$ cat src/rtl/core/tlbpt_pkg.sv
package tlbpt_pkg;

   // Address split and table sizes
   localparam int PAGE_COUNT  = 256;
   localparam int FRAME_COUNT = 128;
   localparam int TLB_ENTRIES = 16;
   localparam int OFFSET_BITS = 8;

   // Port widths fixed by the interface
   localparam int ADDR_W = 16;
   localparam int PA_W   = 15;
   localparam int DATA_W = 8;
   localparam int CFG_W  = 8;
   localparam int CNT_W  = 32;

   // Derived widths
   localparam int PAGE_W  = $clog2(PAGE_COUNT);
   localparam int FRAME_W = $clog2(FRAME_COUNT);
   localparam int TLB_W   = $clog2(TLB_ENTRIES);
   localparam int LIMIT_W = $clog2(FRAME_COUNT + 1);

   localparam logic [CFG_W-1:0] FRAMES_IN_USE_RESET = CFG_W'(128);

   // Clamp the programmed frame limit into 1 .. FRAME_COUNT
   function automatic logic [LIMIT_W-1:0] frame_limit(input logic [CFG_W-1:0] value);
      logic [LIMIT_W-1:0] limit;
      if (value == '0) begin
         limit = LIMIT_W'(1);
      end else if (int'(value) > FRAME_COUNT) begin
         limit = LIMIT_W'(FRAME_COUNT);
      end else begin
         limit = LIMIT_W'(value);
      end
      return limit;
   endfunction

endpackage

$ cat src/rtl/core/tlb_page_table_translator.sv
// A beat accepted (start high, busy low) is captured in page_ff, offset_ff and the memory
// read registers, then looked up and written back; its result holds the rsp_ ports,
// rsp_valid high, for one cycle. The receiver cannot stall results. Busy blocks a new beat
// until the page-map and frame-owner memories (one read port each) are read and written back.
// Reset (synchronous, active high): clear page-map and TLB valid bits, pointers and
// counters, load frames_in_use with 128; busy stays high while reset is asserted.
module tlb_page_table_translator (
   input  logic                                  clock,
   input  logic                                  reset,
   input  logic                                  start,
   output logic                                  busy,
   input  logic [tlbpt_pkg::ADDR_W-1:0]          req_logical_address,
   output logic                                  rsp_valid,
   output logic [tlbpt_pkg::PA_W-1:0]            rsp_phys_addr,
   output logic signed [tlbpt_pkg::DATA_W-1:0]   rsp_data_value,
   output logic                                  rsp_tlb_hit,
   output logic                                  rsp_page_fault,
   output logic                                  rsp_evicted,
   output logic [tlbpt_pkg::CNT_W-1:0]           rsp_hit_count,
   output logic [tlbpt_pkg::CNT_W-1:0]           rsp_fault_count,
   output logic [tlbpt_pkg::CNT_W-1:0]           rsp_address_count,
   input  logic                                  csr_write_enable,
   input  logic [tlbpt_pkg::CFG_W-1:0]           csr_write_data
);

   localparam int PAGE_W  = tlbpt_pkg::PAGE_W;
   localparam int FRAME_W = tlbpt_pkg::FRAME_W;
   localparam int TLB_W   = tlbpt_pkg::TLB_W;
   localparam int LIMIT_W = tlbpt_pkg::LIMIT_W;
   localparam int CNT_W   = tlbpt_pkg::CNT_W;
   localparam int OFF_W   = tlbpt_pkg::OFFSET_BITS;
   localparam int NTLB    = tlbpt_pkg::TLB_ENTRIES;
   localparam int NPAGE   = tlbpt_pkg::PAGE_COUNT;
   localparam int NFRAME  = tlbpt_pkg::FRAME_COUNT;

   // Memories: page -> frame (validity kept in flops), frame -> owning page
   logic [FRAME_W-1:0] page_map_mem    [NPAGE];
   logic [PAGE_W-1:0]  frame_owner_mem [NFRAME];

   // Control state
   logic                      busy_ff;
   logic [tlbpt_pkg::CFG_W-1:0] frames_in_use_ff, frames_in_use_in;
   logic                      map_valid_ff [NPAGE];
   logic                      map_valid_in [NPAGE];
   logic                      tlb_valid_ff [NTLB];
   logic                      tlb_valid_in [NTLB];
   logic [TLB_W-1:0]          tlb_fill_ff, tlb_fill_in;
   logic [LIMIT_W-1:0]        alloc_ff, alloc_in;
   logic [FRAME_W-1:0]        victim_ff, victim_in;
   logic [CNT_W-1:0]          hits_ff, hits_in;
   logic [CNT_W-1:0]          faults_ff, faults_in;
   logic [CNT_W-1:0]          addrs_ff, addrs_in;
   logic                      rsp_valid_ff;

   // Payload state
   logic [PAGE_W-1:0]         tlb_tag_ff   [NTLB];
   logic [PAGE_W-1:0]         tlb_tag_in   [NTLB];
   logic [FRAME_W-1:0]        tlb_frame_ff [NTLB];
   logic [FRAME_W-1:0]        tlb_frame_in [NTLB];
   logic [PAGE_W-1:0]         page_ff;
   logic [OFF_W-1:0]          offset_ff;
   logic [FRAME_W-1:0]        map_rd_ff;
   logic [PAGE_W-1:0]         owner_rd_ff;
   logic [tlbpt_pkg::PA_W-1:0] pa_ff, pa_in;
   logic [tlbpt_pkg::DATA_W-1:0] data_ff;
   logic                      hit_ff, fault_ff, evict_ff;
   logic                      hit_in, fault_in, evict_in;

   // Combinational helpers
   logic                      accept;
   logic [PAGE_W-1:0]         req_page;
   logic [OFF_W-1:0]          req_offset;
   logic [LIMIT_W-1:0]        limit;
   logic [FRAME_W-1:0]        victim_sel;
   logic [FRAME_W-1:0]        frame_sel;
   logic [FRAME_W-1:0]        tlb_hit_frame;
   logic                      tlb_match;
   logic                      map_we;

   assign busy       = busy_ff | reset;
   assign accept     = start & ~busy;
   assign req_page   = PAGE_W'(req_logical_address >> OFF_W);
   assign req_offset = req_logical_address[OFF_W-1:0];
   assign limit      = tlbpt_pkg::frame_limit(frames_in_use_ff);
   // Wrap the victim pointer when the limit was lowered under it
   assign victim_sel = (LIMIT_W'(victim_ff) >= limit) ? '0 : victim_ff;

   always_comb begin
      tlb_match     = 1'b0;
      tlb_hit_frame = '0;
      for (int i = 0; i < NTLB; i++) begin
         if (tlb_valid_ff[i] && (tlb_tag_ff[i] == page_ff)) begin
            tlb_match     = 1'b1;
            tlb_hit_frame = tlb_frame_ff[i];
         end
      end
   end

   // Limit writes; lookup and write-back in the cycle after a beat is accepted
   always_comb begin
      frames_in_use_in = csr_write_enable ? csr_write_data : frames_in_use_ff;
      map_valid_in     = map_valid_ff;
      tlb_valid_in     = tlb_valid_ff;
      tlb_tag_in       = tlb_tag_ff;
      tlb_frame_in     = tlb_frame_ff;
      tlb_fill_in      = tlb_fill_ff;
      alloc_in         = alloc_ff;
      victim_in        = victim_ff;
      hits_in          = hits_ff;
      faults_in        = faults_ff;
      addrs_in         = addrs_ff;
      hit_in           = 1'b0;
      fault_in         = 1'b0;
      evict_in         = 1'b0;
      frame_sel        = '0;
      map_we           = 1'b0;

      if (busy_ff) begin
         addrs_in = addrs_ff + 1'b1;
         if (tlb_match) begin
            hit_in    = 1'b1;
            frame_sel = tlb_hit_frame;
            hits_in   = hits_ff + 1'b1;
         end else begin
            if (map_valid_ff[page_ff]) begin
               frame_sel = map_rd_ff;
            end else begin
               fault_in  = 1'b1;
               faults_in = faults_ff + 1'b1;
               map_we    = 1'b1;
               if (alloc_ff < limit) begin
                  frame_sel = FRAME_W'(alloc_ff);
                  alloc_in  = alloc_ff + 1'b1;
               end else begin
                  // Replace the FIFO victim: unmap its owner, drop its TLB entries
                  evict_in  = 1'b1;
                  frame_sel = victim_sel;
                  victim_in = (LIMIT_W'(victim_sel) + 1'b1 == limit) ? '0
                              : victim_sel + 1'b1;
                  map_valid_in[owner_rd_ff] = 1'b0;
                  for (int i = 0; i < NTLB; i++) begin
                     if (tlb_valid_ff[i] && (tlb_frame_ff[i] == victim_sel)) begin
                        tlb_valid_in[i] = 1'b0;
                     end
                  end
               end
               map_valid_in[page_ff] = 1'b1;
            end
            // Refill the TLB in FIFO order
            tlb_valid_in[tlb_fill_ff] = 1'b1;
            tlb_tag_in[tlb_fill_ff]   = page_ff;
            tlb_frame_in[tlb_fill_ff] = frame_sel;
            tlb_fill_in = (tlb_fill_ff == TLB_W'(NTLB - 1)) ? '0 : tlb_fill_ff + 1'b1;
         end
      end
      pa_in = tlbpt_pkg::PA_W'({frame_sel, offset_ff});
   end

   // Control registers
   always_ff @(posedge clock) begin
      if (reset) begin
         busy_ff          <= 1'b0;
         rsp_valid_ff     <= 1'b0;
         frames_in_use_ff <= tlbpt_pkg::FRAMES_IN_USE_RESET;
         for (int i = 0; i < NPAGE; i++) map_valid_ff[i] <= 1'b0;
         for (int i = 0; i < NTLB; i++) tlb_valid_ff[i] <= 1'b0;
         tlb_fill_ff      <= '0;
         alloc_ff         <= '0;
         victim_ff        <= '0;
         hits_ff          <= '0;
         faults_ff        <= '0;
         addrs_ff         <= '0;
      end else begin
         busy_ff          <= accept;
         rsp_valid_ff     <= busy_ff;
         frames_in_use_ff <= frames_in_use_in;
         map_valid_ff     <= map_valid_in;
         tlb_valid_ff     <= tlb_valid_in;
         tlb_fill_ff      <= tlb_fill_in;
         alloc_ff         <= alloc_in;
         victim_ff        <= victim_in;
         hits_ff          <= hits_in;
         faults_ff        <= faults_in;
         addrs_ff         <= addrs_in;
      end
   end

   // Payload registers and memories
   always_ff @(posedge clock) begin
      tlb_tag_ff   <= tlb_tag_in;
      tlb_frame_ff <= tlb_frame_in;
      if (accept) begin
         page_ff     <= req_page;
         offset_ff   <= req_offset;
         map_rd_ff   <= page_map_mem[req_page];
         owner_rd_ff <= frame_owner_mem[victim_sel];
      end
      if (map_we) begin
         page_map_mem[page_ff]      <= frame_sel;
         frame_owner_mem[frame_sel] <= page_ff;
      end
      if (busy_ff) begin
         pa_ff    <= pa_in;
         // A mapped frame is always owned by the page that reached it
         data_ff  <= tlbpt_pkg::DATA_W'(page_ff);
         hit_ff   <= hit_in;
         fault_ff <= fault_in;
         evict_ff <= evict_in;
      end
   end

   assign rsp_valid            = rsp_valid_ff;
   assign rsp_phys_addr        = pa_ff;
   assign rsp_data_value       = data_ff;
   assign rsp_tlb_hit          = hit_ff;
   assign rsp_page_fault       = fault_ff;
   assign rsp_evicted          = evict_ff;
   assign rsp_hit_count        = hits_ff;
   assign rsp_fault_count      = faults_ff;
   assign rsp_address_count    = addrs_ff;

   // An accepted beat enters the lookup cycle, then its result shows once
   a_accept_work: assert property (@(posedge clock) disable iff (reset)
      accept |=> busy_ff && !rsp_valid_ff)
      else $error("accepted beat did not enter the lookup cycle");

   a_work_result: assert property (@(posedge clock) disable iff (reset)
      busy_ff |=> !busy_ff && rsp_valid_ff)
      else $error("lookup cycle did not produce exactly one result beat");

   a_hit_fault: assert property (@(posedge clock) disable iff (reset)
      rsp_valid_ff |-> !(rsp_tlb_hit && rsp_page_fault) && (!rsp_evicted || rsp_page_fault))
      else $error("inconsistent hit, fault and evict flags");

   a_alloc_bound: assert property (@(posedge clock) disable iff (reset)
      busy_ff |=> alloc_ff <= LIMIT_W'(NFRAME))
      else $error("frame allocation count ran past the frame count");

endmodule

$ cat config.mk
export PLATFORM = sky130hd
export DESIGN_NAME = tlb_page_table_translator
export DESIGN_NICKNAME = d
export VERILOG_FILES = /design/src/rtl/core/tlbpt_pkg.sv /design/src/rtl/core/tlb_page_table_translator.sv
export SDC_FILE = /design/constraint.sdc
export NUM_CORES = 2
export LEC_CHECK = 0
export BUFFER_PORTS_ARGS = -buffer_cell sky130_fd_sc_hd__buf_2
export CAP_MARGIN = 30
export CORE_AREA = 2 2 536 538
export CTS_BUF_LIST = sky130_fd_sc_hd__clkbuf_8
export DETAILED_ROUTE_END_ITERATION = 6
export DIE_AREA = 0 0 538 540
export PLACE_DENSITY = 0.68
export REMOVE_ABC_BUFFERS = 1
export SLEW_MARGIN = 5
export SYNTH_ARGS = -nofsm -noshare
export SYNTH_HDL_FRONTEND = slang
export SYNTH_SLANG_ARGS = --single-unit
$ cat constraint.sdc
create_clock -name clock -period 10 [get_ports clock]
set_input_delay 0.5 -clock clock [delete_from_list [all_inputs] [get_ports clock]]
set_output_delay 0.5 -clock clock [all_outputs]
set_load 0.02 [all_outputs]
* After elaboration in Yosys (flattened, before gate mapping)
Memories as Yosys holds them, arrays and structs flattened. A register that Yosys moved wholly into a read port is not among the register bits.
Index checks and enable logic that the tools add are counted.
Widths: inputs -> output; s select.
** Storage, ports and cells
- RAM bits :: 2816
- Output and inout port bits :: 124
- Bits in registers :: 679
- Input port bits :: 28
- Memories :: 2
- Word-level logic and storage cells :: 516
** Cells by class
- $lt $le $gt $ge :: 9
- Equality and inequality tests :: 34
- Bitwise gates (word level) :: 13
- Reduce and logical (&&, ||, !) cells :: 42
- Add/subtract/negate cells :: 7
- Multiplexer cells :: 89
** Memory list
- page_map_mem :: depth 256, bits a word 7, rd ports 1, clocked after Yosys merged registers in 1, wr ports 1, RTL line tlb_page_table_translator.sv:37 : logic [FRAME_W-1:0] page_map_mem [NPAGE];
- frame_owner_mem :: depth 128, bits a word 8, rd ports 1, clocked after Yosys merged registers in 1, wr ports 1, RTL line tlb_page_table_translator.sv:38 : logic [PAGE_W-1:0] frame_owner_mem [NFRAME];
** Operators with widths (count)
- $mux 256 :: 4
- $and 256x256->256 :: 1
- $not 256->256 :: 1
- $or 256x256->256 :: 1
- $mux 7 :: 25
- $eq 8x8->1 :: 17
- $bwmux 128 :: 1
- $bwmux 112 :: 1
- $eq 7x7->1 :: 16
- $add 32x1->32 const B :: 3
- $mux 16 :: 4
- $mux 1 :: 44
- $logic_and 1x1->1 :: 35
- $demux 8 s4 :: 1
- $demux 7 s4 :: 1
- $mux 8 :: 3
- $ge 9x9->1 const B :: 2
- $lt 9x1->1 const B :: 2
- $not 8->9 :: 2
- $demux 1 s8 :: 2
- $or 16x16->16 :: 1
- $add 7x1->8 const B :: 1
- $add 8x1->8 const B :: 1
- $bmux 1 s8 :: 1
- 19 further kinds :: 24

* Depth between registers and ports, before layout
- Word-level depth :: 22
- Gate-level depth with buffers :: 24

* Worst setup path before layout
Ideal clock, no wire load.
- Path kind :: register -> register
- Start :: register page_ff[0]
- End :: memory frame_owner_mem[88][0] (netlist name), enable pin
- Data arrival time :: 10.131 ns
- Slack :: -0.514 ns
- Clock period less this slack :: 10.514 ns
- Data required time :: 9.617 ns
- Stages on the path, launching flop included :: 16
- Library setup time :: 0.383 ns
- Path through :: edfxtp_1 -> buf_6 -> buf_6 -> buf_6 -> mux4_2 -> mux2i_1 -> o22a_1 -> nand4_1 -> a311oi_2 -> or2_1 -> buf_4 -> mux2i_1 -> o2bb2ai_2 -> nand2_1 -> buf_2 -> nor3_1
** Between the ends
- Elaborated cells on any way between the ends :: 78
- Those cells by class :: eq/ne (16); mux (45); bitwise (1); reduce/logical (16)
** RTL lines
- start, declared :: RTL line tlb_page_table_translator.sv:60 : logic [PAGE_W-1:0] page_ff;
- start signal, assigned :: RTL line tlb_page_table_translator.sv:193 : page_ff <= req_page;
- $eq 8x8->1 :: RTL line tlb_page_table_translator.sv:92 : if (tlb_valid_ff[i] && (tlb_tag_ff[i] == page_ff)) begin
- $logic_and 1x1->1 :: RTL line tlb_page_table_translator.sv:92
- $mux 7 or $mux 1 (tied branches) (16 in series) :: RTL line tlb_page_table_translator.sv:92
- $mux 7 * :: RTL line tlb_page_table_translator.sv:120 : if (tlb_match) begin
- $mux 7 * :: RTL line tlb_page_table_translator.sv:118 : if (busy_ff) begin
- named net frame_sel[3] :: RTL line tlb_page_table_translator.sv:75 : logic [FRAME_W-1:0] frame_sel;
- end, declared :: RTL line tlb_page_table_translator.sv:38
Mark *: on every way through the listed nets, which the timed path passes. The rest lies on a longest branch. The select of a mux whose other input is x is not followed.

* Worst setup path in the final report
- Start :: register page_ff[3]
- End :: memory frame_owner_mem[102][6] (netlist name), enable pin
The elaborated chain is that of the path after synthesis.

==> results.sh <==
export IMPL_routed_wl_microns=371500
export IMPL_max_cap_viol_count=0
export IMPL_first_pass_iters=6
export IMPL_synthArstFlopShare_pct=0
export IMPL_ios=152
export IMPL_synth_edff_count=3113
export IMPL_placedInstanceArea_sq_mm=0.1467
export IMPL_syn_area_per_cell_sq_um=16.81
export IMPL_slowest_delay_ns=1.03
export IMPL_drc=0
export IMPL_clk_pin_slew_ns=0.06
export IMPL_worstPathMaxFanout=139
export IMPL_hold_viol_final=0
export IMPL_synth_seq_area_share_pct=71.58
export IMPL_via_per_inst=6.282
export IMPL_wl_per_cell_microns=28.61
export IMPL_vias=81580
export IMPL_multi_input_area_sq_mm=0.03774
export IMPL_worstSetupStartpointType="flip-flop"
export IMPL_finalSetupViolations=0
export IMPL_synth_warnings=0
export IMPL_path_cells="buf_4, nor2b_1, a22oi_1, nand3_1, nand4_1, a311oi_2, or2_1, mux2i_1, o22a_4, inv_8, nand3_4, nor3_1"
export IMPL_cts_made_buffers=553
export IMPL_power_density_mw_per_mm2=180.2
export IMPL_rows=196
export IMPL_worstSetupPathType="reg -> reg"
export IMPL_cts_resized=0
export IMPL_worst_path_max_delay_cell="nor3_1"
export IMPL_relSlewSlack_pct=14.59
export IMPL_synth_area_sq_mm=0.1417
export IMPL_netlist_instances=8429
export IMPL_leakage_nw=50.29
export IMPL_yosys_register_bits=3510
export IMPL_cts_htree_levels=6
export IMPL_syn2layout_area_growth_pct=11.16
export IMPL_cts_tree="done"
export IMPL_grt_pass1_vias=81530
export IMPL_globalRouteOverflowTotal=0
export IMPL_final_nets=8842
export IMPL_synth_flop_cell="edfxtp_1"
export IMPL_stdcell_area_sq_mm=0.1575
export IMPL_fillerInstances=21800
export IMPL_ir_worst_vdd_uv=208.1
export IMPL_clockBufferDepth=4
export IMPL_cts_root_buf="clkbuf_8"
export IMPL_grt_max_degree=240
export IMPL_final_util_pct=55.37
export IMPL_fin_crit_sh_pct=71.09
export IMPL_tns_ns=0
export IMPL_ff_latch_area_sq_mm=0.1014
export IMPL_antenna_found_initial=19
export IMPL_core_sq_mm=0.2845
export IMPL_port_buffers=151
export IMPL_synth_distinct_cells=95
export IMPL_die_x_microns=538
export IMPL_globalplace_congestion=0.9156
export IMPL_finClkSkew_ns=0.08225
export IMPL_dpl_hpwl_microns=223100
export IMPL_cp_required_ns=10.61
export IMPL_drive_above_1_share_pct=21.48
export IMPL_design_power_total_mw=28.39
export IMPL_initial_utilization_pct=49.81
export IMPL_dieArea_sq_mm=0.2905
export IMPL_fin_ws_ns=2.891
export IMPL_rsz0062_at_grt="no"
export IMPL_dieHeight_microns=540
export IMPL_max_freq_mhz=140.7
export IMPL_slew_viol_final=0
export IMPL_status="completed"
export IMPL_fin_crit_ns=7.109
export IMPL_mostFrequentLayoutCell="edfxtp_1"
export IMPL_crit_path_end_kind="flip-flop"
export IMPL_final_antenna_net_count=0
export IMPL_tightest_slew_ns=1.281
export IMPL_hold_class="in -> reg"
export IMPL_drtIter0Drc=10420
export IMPL_post_place_ws_ns=2.826
export IMPL_cts_sinks=3510
export IMPL_clk_latency_ns=1.04
export IMPL_grt_total_usage_pct=25.22
export IMPL_final_cell_mix="edfxtp_1, mux4_2, clkbuf_8"
export IMPL_grt_pass1_wl_microns=544800
export IMPL_crit_arrival_ns=7.72
## worst paths after layout
kind                      startpoint                      end  slack [ns]  depth (start not counted)
max reg2reg               page_ff[3]  frame_owner_mem[102][6]        2.89                         12
min reg2reg             offset_ff[7]         rsp_phys_addr[7]        0.42                          0
max                       page_ff[3]  frame_owner_mem[102][6]        2.89                         12
min          req_logical_address[12]               page_ff[4]        0.21                          1
## power by group
| group | leakage, nW | internal (mW) | switching, mW |
|---|---|---|---|
| combinational | 12.9 | 0.398 | 0.752 |
| sequential | 31.6 | 15.9 | 0.0259 |
| clock | 5.73 | 5.72 | 5.58 |
## what timing repair did
item,CTS,global route
hold buffers,29,0
endpoints found under the setup margin,0,0
endpoints found under the hold margin,49,0
buffers inserted,0,0
## synthesized netlist by cell type, drive strengths merged (65+ instances only)
cell type / n / area share (%)
o22ai: 76 / 0.34
nor2: 468 / 1.2
a21oi: 329 / 1.2
nor4: 75 / 0.34
xnor2: 244 / 1.5
dfxtp: 397 / 5.6
edfxtp: 3113 / 66
o311ai: 176 / 1.1
nand4: 78 / 0.35
nor3: 224 / 0.99
mux2i: 229 / 1.6
a211oi: 65 / 0.35
nand2: 465 / 1.2
nand3: 125 / 0.50
buf: 178 / 0.67
xor2: 86 / 0.53
clkbuf: 427 / 1.1
mux4: 644 / 10
o21ai: 391 / 1.4
o221a: 75 / 0.60
## flip-flops by register name (all words and copies together) (netlist names), 7 cells and up
register           cells
victim_ff              7
owner_rd_ff            8
rsp_fault_count       32
map_rd_ff              7
rsp_data_value         8
offset_ff              8
alloc_ff               8
rsp_address_count     32
tlb_valid_ff          16
tlb_frame_ff         112
map_valid_ff         256
tlb_tag_ff           128
rsp_phys_addr         15
page_map_mem        1792
frame_owner_mem     1024
rsp_hit_count         32
frames_in_use_ff       8
page_ff                8
## worst max-delay path, delay by kind of cell, from the launching register on
kind            cells  cell delay [ns]
simple gates        6             3.38
buf+inv             2             1.14
compound gates      3             1.12
flops               1             0.78
mux                 1             0.22
## through the flow
stage,hold WS (ns),instances
3_3_place_gp,0.4002,11890
4_1_cts,0.08127,12930
6_report,0.2059,12990
3_5_place_dp,0.4081,11920
5_1_grt,0.1485,12980
2_1_floorplan,0.4003,7824
## metal layers
metal  wire length, microns  global-route usage, %
met1                 144900                  34.34
met3                  34350                  5.292
met2                 177600                  40.15
met5                      9                      0
met4                  14610                  9.406
## cell type report
| class | count | share of cell area (%) |
|---|---|---|
| diodes | 7 | 0.01112 |
| flip-flops and latches | 3510 | 64.40 |
| multi-input cells | 4253 | 23.96 |
| clock buffers | 588 | 5.138 |
| clock inverters | 393 | 1.283 |
| well taps | 3762 | 2.988 |
| inverters | 61 | 0.1565 |
| repair buffers | 412 | 2.061 |
## kinds of logic (layout without fill, tap and decap cells)
group	after synthesis	after routing	synth area share, %
xor gates and xnor gates	330	330	2.040
buffers and inverters	666	1454	1.961
other	0	7	0
DFF	3510	3510	71.58
AOI/OAI and AO/OA	1393	1393	6.567
and+or+nand+nor	1575	1575	5.321
adders and majority gates	23	23	0.2031
muxes	932	932	12.33
Power figures use the tool's default switching activity.
